[config.mk]
export PLATFORM = sky130hd
export DESIGN_NAME = xsb_pixel_rmw
export DESIGN_NICKNAME = d
export VERILOG_FILES = /design/src/hw/rtl/xsb_pkg.sv /design/src/hw/rtl/xsb_pixel_rmw.sv
export SDC_FILE = /design/constraint.sdc
export NUM_CORES = 1
export LEC_CHECK = 0
export BUFFER_PORTS_ARGS = -buffer_cell sky130_fd_sc_hd__buf_2
export CAP_MARGIN = 15
export CORE_MARGIN = 5
export CORE_UTILIZATION = 25
export CTS_CLUSTER_SIZE = 8
export DETAILED_ROUTE_END_ITERATION = 10
export SYNTH_ARGS = -nofsm -noshare
export SYNTH_HDL_FRONTEND = slang
export SYNTH_SLANG_ARGS = --single-unit
export TNS_END_PERCENT = 10
[constraint.sdc]
create_clock -name clk_i -period 3.44 [get_ports clk_i]
set_clock_uncertainty 0.2 [all_clocks]
set_input_delay 0 -clock clk_i [delete_from_list [all_inputs] [get_ports clk_i]]
set_output_delay 0 -clock clk_i [all_outputs]
set_load 0.05 [all_outputs]
[src/hw/rtl/xsb_pkg.sv]
// shared constants, command codes and inter-module structs of the xor sprite blitter
`timescale 1ns / 1ps
package xsb_pkg;

  localparam int unsigned LINE_PIXELS = 160;
  localparam int unsigned LINE_COUNT  = 256;
  localparam int unsigned STORE_SIZE  = LINE_PIXELS * LINE_COUNT;
  localparam int unsigned PIX_W       = 4;
  localparam int unsigned MEM_AW      = $clog2(STORE_SIZE);
  // a sprite may run on past the end of the store: start row 255, 255 rows, wide rows
  localparam int unsigned WADDR_MAX   = 2 * 255 * LINE_PIXELS + 2 * 256;
  localparam int unsigned WADDR_W     = $clog2(WADDR_MAX);

  localparam logic [7:0] FLIP_MASK = 8'hFF;

  typedef enum logic [1:0] {
    CMD_BEGIN = 2'd0,
    CMD_DATA  = 2'd1,
    CMD_CLEAR = 2'd2,
    CMD_READ  = 2'd3
  } cmd_e;

  // one pixel operation handed from the sequencer to the write-back stage
  typedef struct packed {
    logic              valid;
    logic              is_read;
    logic              in_range;
    logic              set_bit;
    logic [MEM_AW-1:0] addr;
    logic [PIX_W-1:0]  color;
  } rmw_op_t;

  typedef struct packed {
    logic              en;
    logic [MEM_AW-1:0] addr;
    logic [PIX_W-1:0]  data;
  } ram_wr_t;

  typedef struct packed {
    logic             valid;
    logic [PIX_W-1:0] pixel;
  } rd_res_t;

endpackage

[src/hw/rtl/xsb_pixel_rmw.sv]
// write-back stage: xors the color into returned pixels, forwards the last write
`timescale 1ns / 1ps
module xsb_pixel_rmw
  import xsb_pkg::*;
(
  input  logic             clk_i,
  input  logic             rst_ni,
  input  rmw_op_t          op_i,
  input  logic             flush_i,
  input  logic [PIX_W-1:0] rdata_i,
  output ram_wr_t          wr_o,
  output rd_res_t          rd_res_o
);

  rmw_op_t           op_q;
  logic              lastw_valid_q, lastw_valid_d;
  logic [MEM_AW-1:0] lastw_addr_q, lastw_addr_d;
  logic [PIX_W-1:0]  lastw_data_q, lastw_data_d;
  logic [PIX_W-1:0]  base;

  always_ff @(posedge clk_i or negedge rst_ni) begin
    if (!rst_ni) begin
      op_q.valid    <= 1'b0;
      lastw_valid_q <= 1'b0;
    end else begin
      op_q          <= op_i;
      lastw_valid_q <= lastw_valid_d;
    end
  end

  always_ff @(posedge clk_i) begin
    lastw_addr_q <= lastw_addr_d;
    lastw_data_q <= lastw_data_d;
  end

  // the ram read issued alongside the previous write misses it
  assign base = (lastw_valid_q && (lastw_addr_q == op_q.addr)) ? lastw_data_q : rdata_i;

  always_comb begin
    wr_o.en   = op_q.valid && !op_q.is_read && op_q.in_range && op_q.set_bit;
    wr_o.addr = op_q.addr;
    wr_o.data = base ^ op_q.color;

    rd_res_o.valid = op_q.valid && op_q.is_read;
    rd_res_o.pixel = op_q.in_range ? base : '0;

    lastw_valid_d = lastw_valid_q;
    lastw_addr_d  = lastw_addr_q;
    lastw_data_d  = lastw_data_q;
    if (flush_i) begin
      lastw_valid_d = 1'b0;
    end else if (wr_o.en) begin
      lastw_valid_d = 1'b1;
      lastw_addr_d  = wr_o.addr;
      lastw_data_d  = wr_o.data;
    end
  end

endmodule

* Word level (Yosys, flattened, before mapping) *
Index checks and enable logic that the tools add are counted.

operators by class
  divide/modulo/power cells = 0
  $mul = 0
  reductions and logical operators = 8
  shift operators = 0
  mux-type cells = 4
  bitwise gates (word level) = 2
  add/sub/neg operators = 0
  $lt $le $gt $ge = 0
  eq/ne operators = 1

operators with widths
  cell                  count
  16-bit equality test  1
  4-bit two-way mux     2
  1-bit logical AND     5
  4-bit XOR             1
  1-bit two-way mux     2
  2-bit AND reduction   1
  2-bit nonzero test    1
  1-bit zero test       1
  1-bit inverter        1

storage, ports and cells
  bits in writable memories = 0
  register bits after elaboration = 45
  output and inout bits = 26
  bits in read-only memories = 0
  logic and storage cells = 24
  memories = 0
  bits in latches = 0

* Depth between registers and ports, before layout *
Gate-level depths: netlist (run 1).

  word-level depth = 6
  gate-level depth with buffers = 6
  depth with buffers taken out = 5

* Least setup slack after synthesis (run 1) *
No wires, ideal clock.

  path type = reg-to-reg
  from = register op_q[21] in the netlist's numbering
  to = register lastw_addr_q[0] (enable)
  slack = 0.345 ns
  buffers on the path = 0
  data required time = 2.792 ns
  stages on the path, launching flop included = 3
  period minus slack after synthesis = 3.095 ns
  library setup time = 0.448 ns
  data arrival time = 2.447 ns
  cell sequence = edfxtp_1 inv_1 nor4_1

on the way
  cells in the longest elaborated chain, start to end = 3

ends and longest elaborated chain
  what                                  line                 RTL
  from (decl)                           xsb_pixel_rmw.sv:15  rmw_op_t op_q;
  from (signal assigned)                xsb_pixel_rmw.sv:26  op_q <= op_i;
  1-bit logical AND (2 in series)       xsb_pixel_rmw.sv:40  wr_o.en = op_q.valid && !op_q.is_read && op_q.in_range && op_q.set_bit;
  2-bit AND reduction (no source line)  --
  to (signal assigned)                  xsb_pixel_rmw.sv:32  lastw_addr_q <= lastw_addr_d;
  to (decl)                             xsb_pixel_rmw.sv:17  logic [MEM_AW-1:0] lastw_addr_q, lastw_addr_d;

Every way passes these cells.
A chain may end at the register's enable or synchronous reset.

==> out/metrics.yaml, run 1 <==
synth:
  synthDistinctLibCells: 24
  ys_top_cells_by_count: "edfxtp_1, buf_4, xor2_1"
  synth_top_area_share_pct: 65.5
  synth_edf_count: 43
  synth-seq-cells: 45
  synth_area_mm2: 0.00197
  ys.warnings.count: 0
  synth_top_cell_by_area: "edfxtp_1"
  synthFlopType: "edfxtp_1"
  synth.area.top_cells: "edfxtp_1, xor2_1, buf_4"
  seq_area_frac_synth_pct: 68.1
  netlist_instances: 136
  avgSynthCellArea_um2: 14.5
  synth_nets: 167
  synth_async_sr_flop_share_pct: 4.44
  yosysMostFrequentCell: "edfxtp_1"
timing:
  timing.final.ws_setup_ns: 0.955
  rsz0062_at_grt: "false"
  fmax_mhz: 402
  period_share_pct: 72.2
  final.setup.tns_ns: 0
  setup_viol: 0
  tightestPinTransition_ns: 0.579
  min_period_ns: 2.49
  max_slew_margin_pct: 61.4
  drv_slew: 0
  hold_violations: 0
hold_path:
  min-delay-start: "rdata_i[1]"
  hold_class: "in2reg"
clock_network:
  cts_buffers: 5
  cts_buffer_depth: 2
  cts_tree: "built"
  clk_latency_ns: 0.29
  cts_hold_buf: 27
  cts_root_buffer: "clkbuf_8"
  cts_setup_buffers: 0
  cts-resized-gates: 0
  clkTransAtPathRegs_ns: 0.08
  clock_sinks: 45
  cts_htree_levels: 2
power:
  p_leak_nw: 0.974
  p_per_area_mw_per_mm2: 446
  peakVddDrop_uv: 238
floorplan:
  coreArea_mm2: 0.00769
  fp.dieH_um: 98.8
  std_cell_rows: 32
  die_area_mm2: 0.00976
  die_w_um: 98.8
  start_util_pct: 25.6
  boundaryPins: 57
place:
  dpl_worst_slack_ns: 1.25
  placedCellCount: 277
  placed_area_mm2: 0.00225
  port_buffers: 56
  gp_congestion: 0.709
  dpl.hpwl_mm: 3.05
worst_setup_path:
  cp_max_fo: 12
  required_ns: 3.24
  cp-end-kind: "output port"
  critPathMaxStageDelay_ns: 0.46
  worst-path-buf-inv: 1
  slowest_stage: "and3_1"
  crit_path_cell_trace: "xor2_1 > nor4_2 > and3_1 > nand3_1 > a21oi_1 > buf_2"
  cp-startpoint: "wr_o[6]"
  crit_type: "reg2out"
  cp_top_family: "simple AND/OR/NAND/NOR gates"
  reg2reg_from: "wr_o[19]"
  worstPathArrival_ns: 2.29
  timing.critical_path.from_type: "flop"
layout:
  multi_input_area_um2: 493
  register_area_mm2: 0.00134
  instances_no_fill: 312
  fillers: 767
  design_area_mm2: 0.00261
  syn_to_final_growth_pct: 32.3
  layout-drive-gt1-share_pct: 31.9
  final_nets: 240
  n_antenna_cell: 0
global_routing:
  antenna_found_initial: 0
  grtUsageTotal_pct: 8.84
  overflow: 0
  grt_pass1_wl_mm: 6.82
  grt_pass1_vias: 1371
  grt_max_degree: 26
detailed_routing:
  drc: 0
  dr.first_iter.drc_count: 85
  num_vias: 1299
  via_per_inst: 4.16
  drt-wirelength-per-cell_um: 13.3
  wl_mm: 4.14
  ant_nets: 0
  firstDrtPassIters: 4
outcome:
  outcome: "completed"
run:
  cap_violations: 0
through the flow:
stage               power [W]  hold WS, ns  utilization [%]
floorplan            0.000804       -0.496                -
global placement     0.000844       -0.178             29.3
detailed placement   0.000847       -0.173             29.3
CTS                   0.00118      0.00222             33.9
global route          0.00122       0.0567             33.9
finish                0.00116      0.00525             33.9
worst reg2reg max path, cell delays in order, from the launching register on:
cell and delay [ns]:
edfxtp_1 0.44, xor2_1 0.20, nor4_1 0.37, nand3_1 0.26, o22ai_1 0.22, nand3_1 0.13
flip-flops by register name, indices dropped and copies added (netlist names):
| signal | cells |
|---|---|
| lastw_addr_q | 16 |
| wr_o | 16 |
| op_q | 8 |
| lastw_data_q | 4 |
| lastw_valid_q | 1 |
cells in the final DEF (no fill, tap or decap), drive strengths merged:
master        n
dfrtp         2
nor4b         1
and3          2
nand4         1
buf          57
nand3        10
xnor2         1
nand2         1
nor2b         8
nor4          6
clkinv        2
xor2         15
nand2b        1
o22ai         4
o21ai         4
clkbuf        6
and2          1
nor3          3
nor2          2
edfxtp       43
dlygate4sd3  27
a21oi         4
nand4b        8
inv           1
cell families after synthesis:
logic type / count (synthesis) / share of synthesized area (%)
flops: 45 / 68.1
buf+inv: 19 / 7.24
simple gates: 44 / 14.3
compound gates: 12 / 3.30
xor+xnor: 16 / 7.11
path summary, 6_finish.rpt:
path	endpoint	slack, ns	cells after the start
setup reg to reg	lastw_data_q[2]	1.36	5
min in group asynchronous	op_q[23]	0.04	2
hold / removal	lastw_data_q[1]	0.005	4
setup / recovery	rd_res_o[3]	0.95	6
max in group asynchronous	lastw_valid_q	2.63	2
hold reg to reg	lastw_addr_q[1]	0.30	0
metal layers:
metal  wire, um  GRT usage (%)  part of all wire (%)
met5          0              0                     0
met4         43           3.15                   1.0
met3        271           2.76                   6.6
met2       2030           14.5                    49
met1       1800           11.0                    43
final cells by class:
cell class / instances / area share (%)
well taps: 102 / 4.90
clock inverters: 2 / 0.384
clock buffers: 6 / 2.78
repair buffers: 84 / 21.4
multi-input cells: 72 / 18.9
flip-flops and latches: 45 / 51.5
inverters: 1 / 0.144
report_power, final:
group          leakage [nW]  internal [W]  switching, W
combinational         0.498     0.0000667      0.000135
clock                0.0450      0.000141      0.000166
sequential            0.431      0.000633     0.0000203
Power figures use the tool's default switching activity.
==> run 2, diff against run 1 <==
==> constraint.sdc (replaced) <==
create_clock -name clk_i -period 2.1 [get_ports clk_i]
set_clock_uncertainty 0.2 [all_clocks]
set_input_delay 0 -clock clk_i [delete_from_list [all_inputs] [get_ports clk_i]]
set_output_delay 0 -clock clk_i [all_outputs]
set_load 0.05 [all_outputs]
==> run 2 against run 1 <==
Against the previous run: the flow now finishes with violations (setup timing); utilization is 5.6 points higher; critical path depth is 2 higher; non-clock buffer count grew 22; final cell count grew 7.4%; clock power grew 70%; power up 74%; register-to-register slack worse by 1.4 ns; sequential share of layout area down 7.2 points; largest cell class unchanged; largest power group unchanged.
==> out/metrics.yaml, run 2 (synthesis gave the netlist of run 1 again) <==
outcome:
  outcome: "complete, but fails checks"
  violations: "setup timing"
place:
  gp_congestion: 0.697  # -1.7%
  dpl_worst_slack_ns: -0.0725  # -1.32 ns
  port_buffers: 56  # unchanged
  dpl.hpwl_mm: 3.17  # +4.2%
  placed_area_mm2: 0.00237  # +5.2%
timing:
  min_period_ns: 2.29
  max_slew_margin_pct: 61.1  # -0.25 points
  rsz0062_at_grt: "true"
  setup_viol: 12  # +12
  timing.final.ws_setup_ns: -0.186  # -1.14 ns
  hold_slack_ns: 0.0422  # +0.0370 ns
  fmax_mhz: 437
  period_share_pct: 109
  tightestPinTransition_ns: 0.583  # +0.00375 ns
  drv_slew: 0  # unchanged
  final.setup.tns_ns: -1.71  # -1.71 ns
  hold_violations: 0  # unchanged
worst_setup_path:
  endpoint: "wr_o[1]"
  cp_max_fo: 6  # -6
  rr_worst_depth: 7  # +2
  rrSetupSlack_ns: -0.08  # -1.44 ns
  cp-end-kind: "output port"
  worst-path-buf-inv: 3  # +2
  worstPathArrival_ns: 2.09  # -0.20 ns
  crit_path_cell_trace: "xor2_2 > buf_4 > nor4_4 > and3_4 > buf_6 > nand4b_1 > nand3_2 > buf_6"
  critical_path_depth: 8  # +2
  slowest_stage: "edfxtp_1"
  cp_top_family: "simple AND/OR/NAND/NOR gates"
  crit_path_frequent_cell: "buf_6"
  crit_type: "reg2out"
  reg2reg_from: "lastw_addr_q[6]"
  critPathMaxStageDelay_ns: 0.42  # -0.04 ns
  cp-startpoint: "lastw_addr_q[6]"
  timing.critical_path.from_type: "flop"
  required_ns: 1.90  # -1.34 ns
  critical_path.reg2reg.endpoint: "lastw_data_q[3]"
floorplan:
  die_w_um: 98.8  # unchanged
  die_area_mm2: 0.00976  # unchanged
  fp.dieH_um: 98.8  # unchanged
  boundaryPins: 57  # unchanged
  start_util_pct: 25.6  # unchanged
  coreArea_mm2: 0.00769  # unchanged
  std_cell_rows: 32  # unchanged
global_routing:
  grt_pass1_vias: 1485  # +8.3%
  overflow: 0  # unchanged
  grt_pass1_wl_mm: 7.17  # +5.2%
  grt_max_degree: 26  # unchanged
  grtUsageTotal_pct: 9.33  # +0.49 points
  antenna_found_initial: 0  # unchanged
layout:
  fillers: 754  # -1.7%
  syn_to_final_growth_pct: 53.9
  final_cell_mix: "buf_2, edfxtp_1, dlygate4sd3_1"
  final_nets: 263  # +9.6%
  layout-drive-gt1-share_pct: 50.2  # +18 points
  design_area_mm2: 0.00303  # +16%
  n_antenna_cell: 0  # unchanged
  final_common_cell: "buf_2"
hold_path:
  hold_class: "in2async"
detailed_routing:
  dr.first_iter.drc_count: 68  # -20%
  drt-wirelength-per-cell_um: 14.0  # +5.5%
  num_vias: 1416  # +9.0%
  via_per_inst: 4.23  # +1.5%
  drc: 0  # unchanged
  wl_mm: 4.69  # +13%
  firstDrtPassIters: 4  # unchanged
  ant_nets: 0  # unchanged
clock_network:
  clock_sinks: 45  # unchanged
  cts_buffer_depth: 2  # unchanged
  cts_root_buffer: "clkbuf_8"
  cts_htree_levels: 2  # unchanged
  cts_tree: "built"
  clkTransAtPathRegs_ns: 0.08  # about the same
  cts_buffers: 5  # unchanged
  clk_latency_ns: 0.29  # about the same
run:
  cap_violations: 0  # unchanged
power:
  p_per_area_mw_per_mm2: 665  # +49%
  p_leak_nw: 1.14  # +17%
  peakVddDrop_uv: 445  # +87%
## run 2: worst register-to-register path, stage by stage, from the launching register on
cell      delay (ns)
edfxtp_1        0.42
xor2_2          0.20
buf_4           0.14
nor4_4          0.27
nand3_2         0.23
o22ai_2         0.24
nand3_2         0.11
buf_4           0.14
## run 2: area by class of cell
| class | count | area (um2) | share of cell area (%) |
|---|---|---|---|
| clock inverter | 3 | 17.5 | 0.578 |
| tap | 102 | 128 | 4.21 |
| sequential | 45 | 1340 | 44.2 |
| clock buffer | 5 | 68.8 | 2.27 |
| timing repair buffer | 106 | 788 | 26.0 |
| multi-input combinational | 73 | 686 | 22.6 |
| inverter | 1 | 3.75 | 0.124 |
## run 2: where the power goes
group / switching [W] / internal, W / total (W)
clock network: 0.000293 / 0.000230 / 0.000523
registers: 0.0000334 / 0.00104 / 0.00107
logic: 0.000253 / 0.000172 / 0.000425
total: 0.000579 / 0.00144 / 0.00202
## run 2: metal layers
| metal | part of all wire (%) | track usage [%] |
|---|---|---|
| met5 | 0 | 0 |
| met2 | 52 | 15.7 |
| met4 | 1.0 | 2.52 |
| met1 | 42 | 11.4 |
| met3 | 4.8 | 3.11 |
## run 2: worst min-delay path by stage
| stage | slack [ns] | depth (start not counted) | start | to |
|---|---|---|---|---|
| floorplan | -0.50 | 0 | rst_ni | lastw_valid_q |
| global placement | -0.17 | 1 | rst_ni | op_q[23] |
| detailed placement | -0.17 | 1 | rst_ni | op_q[23] |
| CTS | 0.008 | 4 | rdata_i[0] | lastw_data_q[0] |
| global route | 0.07 | 2 | rst_ni | op_q[23] |
| finish | 0.04 | 2 | rst_ni | lastw_valid_q |
## run 2: repair_timing
item / 4_1_cts / 5_1_grt
hold buffers: 27 / 0
cloned: 0 / 1
buffers inserted: 2 / 6
endpoints found under the setup margin: 12 / 12
gates resized for setup: 20 / 32
hold endpoints to repair: 28 / 0
pin swaps: 3 / 16
## run 2: per-stage QoR
stage                     instances  util (%)  total power [W]
final                           335      39.5          0.00202
after global routing            335      39.5          0.00211
after CTS                       328      36.7          0.00200
after detailed placement        291      30.8          0.00141
after global placement          291      30.8          0.00141
after floorplan                 136         -          0.00132
